File: config.mk
export PLATFORM = sky130hd
export DESIGN_NAME = generational_slot_allocator_unit
export DESIGN_NICKNAME = d
export VERILOG_FILES = /design/src/rtl/core/gsa_pkg.sv /design/src/rtl/core/gsa_gen_ram.sv /design/src/rtl/core/generational_slot_allocator_unit.sv
export SDC_FILE = /design/constraint.sdc
export NUM_CORES = 2
export LEC_CHECK = 0
export BUFFER_PORTS_ARGS = -buffer_cell sky130_fd_sc_hd__buf_2
export CAP_MARGIN = 40
export CELL_PAD_IN_SITES_DETAIL_PLACEMENT = 1
export CELL_PAD_IN_SITES_GLOBAL_PLACEMENT = 1
export CORE_ASPECT_RATIO = 1.25
export CORE_MARGIN = 2
export CORE_UTILIZATION = 24
export DETAILED_ROUTE_END_ITERATION = 10
export GPL_TIMING_DRIVEN = 0
export PLACE_DENSITY_LB_ADDON = 0.1
export SLEW_MARGIN = 25
export SYNTH_ARGS = -nofsm -noshare
export SYNTH_HDL_FRONTEND = slang
export SYNTH_HIERARCHICAL = 1
export SYNTH_MEMORY_MAX_BITS = 65536
export SYNTH_SLANG_ARGS = --single-unit
File: constraint.sdc
create_clock -name clk_i -period 13.9 [get_ports clk_i]
set_input_delay 2.085 -clock clk_i [delete_from_list [all_inputs] [get_ports clk_i]]
set_output_delay 2.085 -clock clk_i [all_outputs]
set_load 0.01 [all_outputs]
File: src/rtl/core/gsa_pkg.sv
// Shared types and constants for the generational slot allocator.
package gsa_pkg;

  // Table geometry and field widths
  localparam int unsigned SLOT_COUNT = 256;
  localparam int unsigned SLOT_W     = $clog2(SLOT_COUNT);
  localparam int unsigned CNT_W      = SLOT_W + 1;
  localparam int unsigned GEN_W      = 16;
  localparam int unsigned STORE_W    = 16;

  localparam logic [GEN_W-1:0] GEN_MAX   = '1;
  localparam logic [GEN_W-1:0] GEN_FIRST = GEN_W'(1);
  localparam logic [STORE_W-1:0] STORE_ID_RESET = STORE_W'(1);

  // Request kinds
  typedef enum logic [1:0] {
    FN_ALLOC   = 2'd0,
    FN_FREE    = 2'd1,
    FN_RESOLVE = 2'd2
  } func_e;

  // Response status codes
  typedef enum logic [1:0] {
    ST_OK   = 2'd0,
    ST_BAD  = 2'd1,
    ST_FULL = 2'd2
  } status_e;

  // Sequencer states
  typedef enum logic [1:0] {
    S_IDLE  = 2'd0,
    S_FETCH = 2'd1,
    S_EVAL  = 2'd2,
    S_RESP  = 2'd3
  } state_e;

  // One slot: live bit and generation
  typedef struct packed {
    logic             live;
    logic [GEN_W-1:0] gen;
  } slot_entry_t;

  // Slot memory access
  typedef struct packed {
    logic              we;
    logic              re;
    logic [SLOT_W-1:0] addr;
    slot_entry_t       wdata;
  } ram_req_t;

endpackage

File: src/rtl/core/gsa_gen_ram.sv
// Single-port slot memory (live bit and generation) with registered read data.
module gsa_gen_ram (
  input  logic                   clk_i,
  input  gsa_pkg::ram_req_t      req_i,
  output gsa_pkg::slot_entry_t   rdata_o
);

  gsa_pkg::slot_entry_t mem [gsa_pkg::SLOT_COUNT];
  gsa_pkg::slot_entry_t rdata_q;

  // One access per cycle: write or read
  always_ff @(posedge clk_i) begin
    if (req_i.we) begin
      mem[req_i.addr] <= req_i.wdata;
    end
    if (req_i.re) begin
      rdata_q <= mem[req_i.addr];
    end
  end

  assign rdata_o = rdata_q;

endmodule

File: src/rtl/core/generational_slot_allocator_unit.sv
// Generational slot allocator: handle table with a live bit and generation per slot.
// Free, resolve and unknown kinds: IDLE latches, FETCH reads, EVAL checks, RESP loads the
// output register; the next transaction is taken only back in IDLE. Allocate: FETCH and
// EVAL repeat for every slot skipped between the search hint and the slot taken
// (single-port slot memory: read, then check). Reset clears counters and store_id (to 1);
// slot memory is not cleared: only slots below the high-water mark are used.
module generational_slot_allocator_unit (
  input  logic        clk_i,
  input  logic        rst_ni,
  // Configuration: store_id
  input  logic        cfg_we_i,
  input  logic [15:0] cfg_wdata_i,
  // Request stream
  input  logic        s_axis_tvalid,
  output logic        s_axis_tready,
  input  logic [39:0] s_axis_tdata,  // handle_slot[7:0], handle_generation[23:8], handle_store[39:24]
  input  logic [1:0]  s_axis_tuser,  // func[1:0]
  // Response stream
  output logic        m_axis_tvalid,
  input  logic        m_axis_tready,
  output logic [23:0] m_axis_tdata,  // granted_slot[7:0], granted_generation[23:8]
  output logic [1:0]  m_axis_tuser   // status[1:0]
);

  localparam int unsigned SW = gsa_pkg::SLOT_W;
  localparam int unsigned CW = gsa_pkg::CNT_W;
  localparam int unsigned GW = gsa_pkg::GEN_W;
  localparam logic [CW-1:0] SLOTS = CW'(gsa_pkg::SLOT_COUNT);

  gsa_pkg::state_e state_q, state_d;

  // Configuration register
  logic [gsa_pkg::STORE_W-1:0] store_id_q;

  // Table counters
  logic [CW-1:0] hw_q;
  logic [CW-1:0] hint_q;

  // Latched request
  logic [1:0]                  func_q;
  logic [GW-1:0]               hgen_q;
  logic [gsa_pkg::STORE_W-1:0] hstore_q;
  logic [CW-1:0]               idx_q;

  // Pending result
  gsa_pkg::status_e res_status_q;
  logic [SW-1:0]    res_slot_q;
  logic [GW-1:0]    res_gen_q;

  // Output register
  logic          m_valid_q;
  logic [1:0]    m_status_q;
  logic [SW-1:0] m_slot_q;
  logic [GW-1:0] m_gen_q;

  // Memory
  gsa_pkg::ram_req_t    ram_req;
  gsa_pkg::slot_entry_t ram_rdata;

  gsa_gen_ram u_gen_ram (
    .clk_i  (clk_i),
    .req_i  (ram_req),
    .rdata_o(ram_rdata)
  );

  // Evaluation of the fetched slot
  logic in_range;
  logic slot_free;
  logic handle_ok;
  logic is_alloc, is_free, is_resolve;
  logic alloc_take, alloc_append, alloc_full, alloc_next;
  logic free_ok;
  logic s_fire, out_load;

  always_comb begin
    is_alloc   = (func_q == gsa_pkg::FN_ALLOC);
    is_free    = (func_q == gsa_pkg::FN_FREE);
    is_resolve = (func_q == gsa_pkg::FN_RESOLVE);
    in_range   = (idx_q < hw_q);
    slot_free  = !ram_rdata.live && (ram_rdata.gen != gsa_pkg::GEN_MAX);
    handle_ok  = (hstore_q == store_id_q) && in_range && ram_rdata.live
                 && (ram_rdata.gen == hgen_q);
    alloc_take   = is_alloc && in_range && slot_free;
    alloc_next   = is_alloc && in_range && !slot_free;
    alloc_append = is_alloc && !in_range && (hw_q < SLOTS);
    alloc_full   = is_alloc && !in_range && (hw_q >= SLOTS);
    free_ok      = is_free && handle_ok;
  end

  // Next state
  always_comb begin
    state_d = state_q;
    case (state_q)
      gsa_pkg::S_IDLE: begin
        if (s_axis_tvalid) state_d = gsa_pkg::S_FETCH;
      end
      gsa_pkg::S_FETCH: state_d = gsa_pkg::S_EVAL;
      gsa_pkg::S_EVAL: begin
        if (alloc_next) state_d = gsa_pkg::S_FETCH;
        else            state_d = gsa_pkg::S_RESP;
      end
      gsa_pkg::S_RESP: begin
        if (!m_valid_q || m_axis_tready) state_d = gsa_pkg::S_IDLE;
      end
      default: state_d = gsa_pkg::S_IDLE;
    endcase
  end

  // Sequencer outputs
  always_comb begin
    s_axis_tready = 1'b0;
    out_load      = 1'b0;
    ram_req       = '0;
    case (state_q)
      gsa_pkg::S_IDLE: s_axis_tready = 1'b1;
      gsa_pkg::S_FETCH: begin
        ram_req.re   = 1'b1;
        ram_req.addr = idx_q[SW-1:0];
      end
      gsa_pkg::S_EVAL: begin
        if (alloc_take) begin
          ram_req.we         = 1'b1;
          ram_req.addr       = idx_q[SW-1:0];
          ram_req.wdata.live = 1'b1;
          ram_req.wdata.gen  = ram_rdata.gen;
        end else if (alloc_append) begin
          ram_req.we         = 1'b1;
          ram_req.addr       = hw_q[SW-1:0];
          ram_req.wdata.live = 1'b1;
          ram_req.wdata.gen  = gsa_pkg::GEN_FIRST;
        end else if (free_ok) begin
          // a saturated generation stays put: slot retired
          ram_req.we         = 1'b1;
          ram_req.addr       = idx_q[SW-1:0];
          ram_req.wdata.live = 1'b0;
          ram_req.wdata.gen  = (ram_rdata.gen == gsa_pkg::GEN_MAX) ? gsa_pkg::GEN_MAX
                                                                   : ram_rdata.gen + GW'(1);
        end
      end
      gsa_pkg::S_RESP: out_load = !m_valid_q || m_axis_tready;
      default: ;
    endcase
  end

  assign s_fire = s_axis_tvalid && s_axis_tready;

  // Control state
  always_ff @(posedge clk_i or negedge rst_ni) begin
    if (!rst_ni) begin
      state_q    <= gsa_pkg::S_IDLE;
      store_id_q <= gsa_pkg::STORE_ID_RESET;
      hw_q       <= '0;
      hint_q     <= '0;
      m_valid_q  <= 1'b0;
    end else begin
      state_q <= state_d;
      if (cfg_we_i) store_id_q <= cfg_wdata_i;
      // table updates at evaluation
      if (state_q == gsa_pkg::S_EVAL) begin
        if (alloc_take) begin
          hint_q <= idx_q + CW'(1);
        end else if (alloc_append) begin
          hw_q   <= hw_q + CW'(1);
          hint_q <= hw_q + CW'(1);
        end else if (free_ok) begin
          if (idx_q < hint_q) hint_q <= idx_q;
        end
      end
      // output register handshake
      if (out_load)           m_valid_q <= 1'b1;
      else if (m_axis_tready) m_valid_q <= 1'b0;
    end
  end

  // Request latch, scan index and result payload
  always_ff @(posedge clk_i) begin
    if (s_fire) begin
      func_q   <= s_axis_tuser;
      hgen_q   <= s_axis_tdata[8 +: GW];
      hstore_q <= s_axis_tdata[8 + GW +: gsa_pkg::STORE_W];
      if (s_axis_tuser == gsa_pkg::FN_ALLOC) idx_q <= hint_q;
      else                                   idx_q <= {1'b0, s_axis_tdata[SW-1:0]};
    end else if ((state_q == gsa_pkg::S_EVAL) && alloc_next) begin
      idx_q <= idx_q + CW'(1);
    end
    if (state_q == gsa_pkg::S_EVAL) begin
      res_slot_q   <= '0;
      res_gen_q    <= '0;
      res_status_q <= gsa_pkg::ST_BAD;
      if (alloc_take) begin
        res_status_q <= gsa_pkg::ST_OK;
        res_slot_q   <= idx_q[SW-1:0];
        res_gen_q    <= ram_rdata.gen;
      end else if (alloc_append) begin
        res_status_q <= gsa_pkg::ST_OK;
        res_slot_q   <= hw_q[SW-1:0];
        res_gen_q    <= gsa_pkg::GEN_FIRST;
      end else if (alloc_full) begin
        res_status_q <= gsa_pkg::ST_FULL;
      end else if ((is_free || is_resolve) && handle_ok) begin
        res_status_q <= gsa_pkg::ST_OK;
      end
    end
    if (out_load) begin
      m_status_q <= res_status_q;
      m_slot_q   <= res_slot_q;
      m_gen_q    <= res_gen_q;
    end
  end

  assign m_axis_tvalid = m_valid_q;
  assign m_axis_tuser  = m_status_q;
  assign m_axis_tdata  = {m_gen_q, m_slot_q};

endmodule

==> results <==
- STA classifies the critical path startpoint as a flip-flop.
- Entering global routing, the biggest net connects 53 pins.
- The final layout contains routed wiring with a total length of 659 mm.
- In this run, CTS created clock tree buffers numbering 481.
- The worst pin sits at a relative slew slack of 0.296.
- Between clock sinks in the finished design, the worst skew comes to 51.6 ps.
- After synthesis, the share of flip-flops with an asynchronous set or reset is 0.00822.
- The internal power of the cells totals 24,700 µW.
- Buffers added to address setup during post-CTS repair amount to 0.
- The start-to-end type of the worst setup path is flip-flop to flip-flop.
- The number of endpoints failing setup at the final stage is 0.
- For this run, the leading register cell type out of synthesis is sky130_fd_sc_hd__edfxtp_1.
- The synthesized netlist cell count is 7,715.
- For this design, the CTS-stage hold fixing added 0 buffers.
- The critical path goes through clkbuf_1 -> inv_1 -> ha_1 -> a21oi_1 -> o21ai_0 -> a211o_1 -> nor4_2 -> a21oi_1 -> nor2b_1 -> a22o_1 -> buf_2 -> buf_2 -> clkbuf_4 -> buf_16 -> buf_1 -> mux4_2 -> a22oi_1 -> a21oi_1 -> o41ai_1 -> nand4_1.
- Clock-pin slew was measured on the worst setup and hold paths at 60 ps.
- The net count of the mapped netlist is 7,803.
- The detailed router placed 87,000 vias in this run.
- The maximum ir drop on the vdd rail is 0.000117 V.
- The final antenna-violating net count is 0.
- The most common cell type on the critical path is sky130_fd_sc_hd__a21oi_1.
- The number of distinct standard cells referenced by the synthesized netlist is 55.
- The endpoint type of the worst setup path is a flip-flop.
- Of the total power, combinational logic draws 0.210.
- The worst hold path passes through 0 cells.
- The power dissipated by switching net loads is 10,700 µW.
- TritonCTS built the clock tree.
- After routing, the total negative slack on setup checks comes to 0 ps.
- The overall power of the completed layout is 35,400 µW.
- The cell type group with the largest total delay on the critical path is compound AO/OA/AOI/OAI gates.
- The first detailed-routing pass took 5 iterations.
- For hold timing, the worst endpoint is m_gen_q[12]$_DFFE_PP_.
- In this run the power density over the cells is 168 nW/µm².
- The leakage power of the design is 0.0695 µW.
- The flop and latch count out of synthesis is 4,501.
- Of the total power, the clock network draws 0.359.
- The routed design could run at a clock period as short as 9030 ps.
- The H-tree was split into 5 levels.
- The fraction of final layout cells with drive strength greater than 1 is 0.327.
- The first global-routing pass estimated 875 mm of wire.
- Setup repair after global routing left no endpoint under its margin.
- In this run the most critical hold path is launched from res_gen_q[12]$_SDFFCE_PN0P_.
- The post-detailed-route DRC marker count is 0.
- The number of global-route vias before repair is 92,600.
- The height of the die is 950 µm.
- The floorplan die area is 723,000 µm².
- For the worst-skew pair, the clock arrives at the later sink with an insertion delay of 1100 ps.
- The number of hold violations in the final report is 0.
- The clock passes through at most 4 buffers.
- The layout has 71,500 filler cells.
- For this run, the post-layout net count is 8,904.
- The post-CTS resize count is 0.
- Row generation in the floorplan step produced 347 rows.
- At the pin with the least slew margin, the transition time is 1060 ps.
- The average cell area after synthesis is 22.3 µm².
- The global placement routability congestion is 0.840.
- At the worst endpoint, the arrival time is 9670 ps.
- For this run, the slowest stage of the critical path takes 800 ps.
- The number of cell instances on the worst register-to-register path is 20.
- The per-cell routed wire length is 35.3 µm.
- The flow ran to the end, and the final reports show no timing, DRC or antenna violations.
- Summing every instance area after synthesis gives 172,000 µm².
- The count of buffers inserted at the top-level ports is 89.
- The startpoint of the worst setup timing path is hw_q[6]$_DFFE_PN0P_.
- The setup check on the worst reg-to-reg path leaves a slack of 4870 ps.
- Detailed placement finished with a half-perimeter wire length of 483 mm.
- The final period utilization is 0.650.
- The slowest stage of the critical path belongs to the cell sky130_fd_sc_hd__o41ai_1.
- The end of the worst register-to-register path is u_gen_ram/rdata_o[14]$_DFFE_PP_.
- The part of the power in registers is 0.431.
- The starting DRC count in detailed routing is 7,733.
- The root cell of the clock tree is sky130_fd_sc_hd__clkbuf_16.
- For this run, the number of Yosys warnings is 6.
- For this run, the total global-route usage over all layers was measured as 0.178.
- The number of buffer and inverter stages on the critical path is 7.
- Max-cap violations in this run came to 0.
- The starting density of the core is 0.241.
- The area of the core is 714,000 µm².
- For this design, the sink count on the clock tree is 4,501.
- The switching part of the total power is 0.303.
- The total congestion overflow is 0.
- In this run, synthesis inferred 4,464 flip-flops with an integrated enable.
- Measured along the x axis, the die boundary spans 761 µm.
- The number of antenna violations at the first check in global routing is 57.
- The startpoint of the worst-slack reg-to-reg timing path is hw_q[6]$_DFFE_PN0P_.
- The top-level port count is 91.
- For this run, the top clock speed supported by timing is 111 MHz.
- The sequential area share after synthesis is 0.785.
- Relative to the synthesized area, the layout overhead comes to 22.8%.
- The required arrival time at the worst endpoint is 14,530 ps.
- The peak fanout along the critical path is 10.
- In this run the worst hold path is classified as flip-flop to flip-flop.
- The vias per cell is 4.66.
- The max-slew violation count is 0.
-- logic make-up (layout without fill, tap and decap cells) --
| logic type | count (synthesis) | in the layout | share of synthesized area |
|---|---|---|---|
| mux | 1120 | 1120 | 0.145 |
| compound gates | 991 | 991 | 0.0393 |
| fa+ha+maj | 25 | 25 | 0.00182 |
| simple gates | 530 | 530 | 0.0139 |
| buf+inv | 496 | 2002 | 0.0122 |
| xor+xnor | 52 | 52 | 0.00265 |
| other cells | 0 | 31 | 0 |
| flops | 4501 | 4501 | 0.785 |
-- power by group through the flow --
stage,clock network (µW),registers (µW),logic [µW]
after floorplan,0,15500,3430
after global placement,0,15700,6940
after detailed placement,0,15500,7660
after CTS,13100,15200,7680
after global routing,13500,15200,7760
final,12700,15200,7450
-- cell usage in the layout (no fill, tap or decap), types with 73 or more instances in the layout --
cell type                   count
sky130_fd_sc_hd__a21oi_1      236
sky130_fd_sc_hd__a22oi_1      544
sky130_fd_sc_hd__buf_12       172
sky130_fd_sc_hd__buf_16       110
sky130_fd_sc_hd__buf_2        210
sky130_fd_sc_hd__buf_4        131
sky130_fd_sc_hd__buf_6         87
sky130_fd_sc_hd__clkbuf_1     297
sky130_fd_sc_hd__clkbuf_16    487
sky130_fd_sc_hd__clkbuf_2      73
sky130_fd_sc_hd__clkinv_1     108
sky130_fd_sc_hd__clkinv_2      98
sky130_fd_sc_hd__edfxtp_1    4464
sky130_fd_sc_hd__mux4_2      1088
sky130_fd_sc_hd__nand2_1       81
sky130_fd_sc_hd__nor2_4       235
-- routing by layer --
layer / wire (µm) / vias to the layer above / track usage
met5: 13 / - / 0
met4: 28300 / 2 / 0.0661
met3: 23800 / 676 / 0.0186
met2: 337000 / 2203 / 0.316
met1: 270000 / 48800 / 0.225
li1: - / 35300 / -
-- synthesized netlist by cell type (39+ instances only) --
library cell                  n  share of area
sky130_fd_sc_hd__edfxtp_1  4464           0.78
sky130_fd_sc_hd__nand2_1     84         0.0018
sky130_fd_sc_hd__buf_2      103         0.0030
sky130_fd_sc_hd__nor2_1     272         0.0059
sky130_fd_sc_hd__buf_1       56         0.0012
sky130_fd_sc_hd__a21oi_1    299         0.0087
sky130_fd_sc_hd__o41ai_1     68         0.0035
sky130_fd_sc_hd__mux4_2    1088           0.14
sky130_fd_sc_hd__nor3_1      39         0.0011
sky130_fd_sc_hd__xor2_1      39         0.0020
sky130_fd_sc_hd__a22oi_1    544          0.024
sky130_fd_sc_hd__clkbuf_1   284         0.0062
-- cell type report --
cell class	instances	area (µm²)	area share
Clock buffer	597	12600	0.0598
Clock inverter	291	2630	0.0125
Sequential cell	4501	135000	0.640
Antenna cell	31	77.6	0.000368
Tap cell	9423	11800	0.0559
Multi-Input combinational cell	2718	37200	0.176
Inverter	28	105	0.000498
Buffer	468	2190	0.0104
Timing Repair Buffer	618	9360	0.0444
-- registers in the layout (all words and copies together), names as in the netlist, 16 cells and up --
| register | count |
|---|---|
| res_gen_q | 16 |
| hstore_q | 16 |
| u_gen_ram/rdata_o | 17 |
| m_gen_q | 16 |
| u_gen_ram/mem | 4352 |
| store_id_q | 16 |
| hgen_q | 16 |
-- worst register-to-register path, stage by stage (launching register included) --
cell,delay (ps)
sky130_fd_sc_hd__dfrtp_1,320
sky130_fd_sc_hd__clkbuf_1,300
sky130_fd_sc_hd__inv_1,120
sky130_fd_sc_hd__ha_1,330
sky130_fd_sc_hd__a21oi_1,150
sky130_fd_sc_hd__o21ai_0,160
sky130_fd_sc_hd__a211o_1,460
sky130_fd_sc_hd__nor4_2,720
sky130_fd_sc_hd__a21oi_1,150
sky130_fd_sc_hd__nor2b_1,460
sky130_fd_sc_hd__a22o_1,260
sky130_fd_sc_hd__buf_2,230
sky130_fd_sc_hd__buf_2,600
sky130_fd_sc_hd__clkbuf_4,400
sky130_fd_sc_hd__buf_16,200
sky130_fd_sc_hd__buf_1,750
sky130_fd_sc_hd__mux4_2,450
sky130_fd_sc_hd__a22oi_1,760
sky130_fd_sc_hd__a21oi_1,400
sky130_fd_sc_hd__o41ai_1,800
sky130_fd_sc_hd__nand4_1,580
-- per-stage QoR --
step                      utilization  hold WS, ps  setup slack [ps]  instances  instance area [µm²]
after floorplan                     -          400              3050       7715               172000
after global placement          0.258          418            -11560      17200               184000
after detailed placement        0.274          406              4990      17700               195000
after CTS                       0.295          420              4980      18600               211000
after global routing            0.295          423              4920      18700               211000
final                           0.296          419              4870      18700               211000
-- worst max path at each step --
stage                                       to  slack [ps]  cells after the start
4_1_cts        u_gen_ram/rdata_o[13]$_DFFE_PP_        4980                     20
3_5_place_dp   u_gen_ram/rdata_o[13]$_DFFE_PP_        4990                     20
6_report       u_gen_ram/rdata_o[14]$_DFFE_PP_        4870                     20
2_1_floorplan   u_gen_ram/mem[0][12]$_DFFE_PP_        3050                     11
3_3_place_gp   u_gen_ram/mem[18][12]$_DFFE_PP_      -11560                      9
5_1_grt         u_gen_ram/rdata_o[7]$_DFFE_PP_        4920                     22
Note: power is estimated with default switching activity, not from simulation.
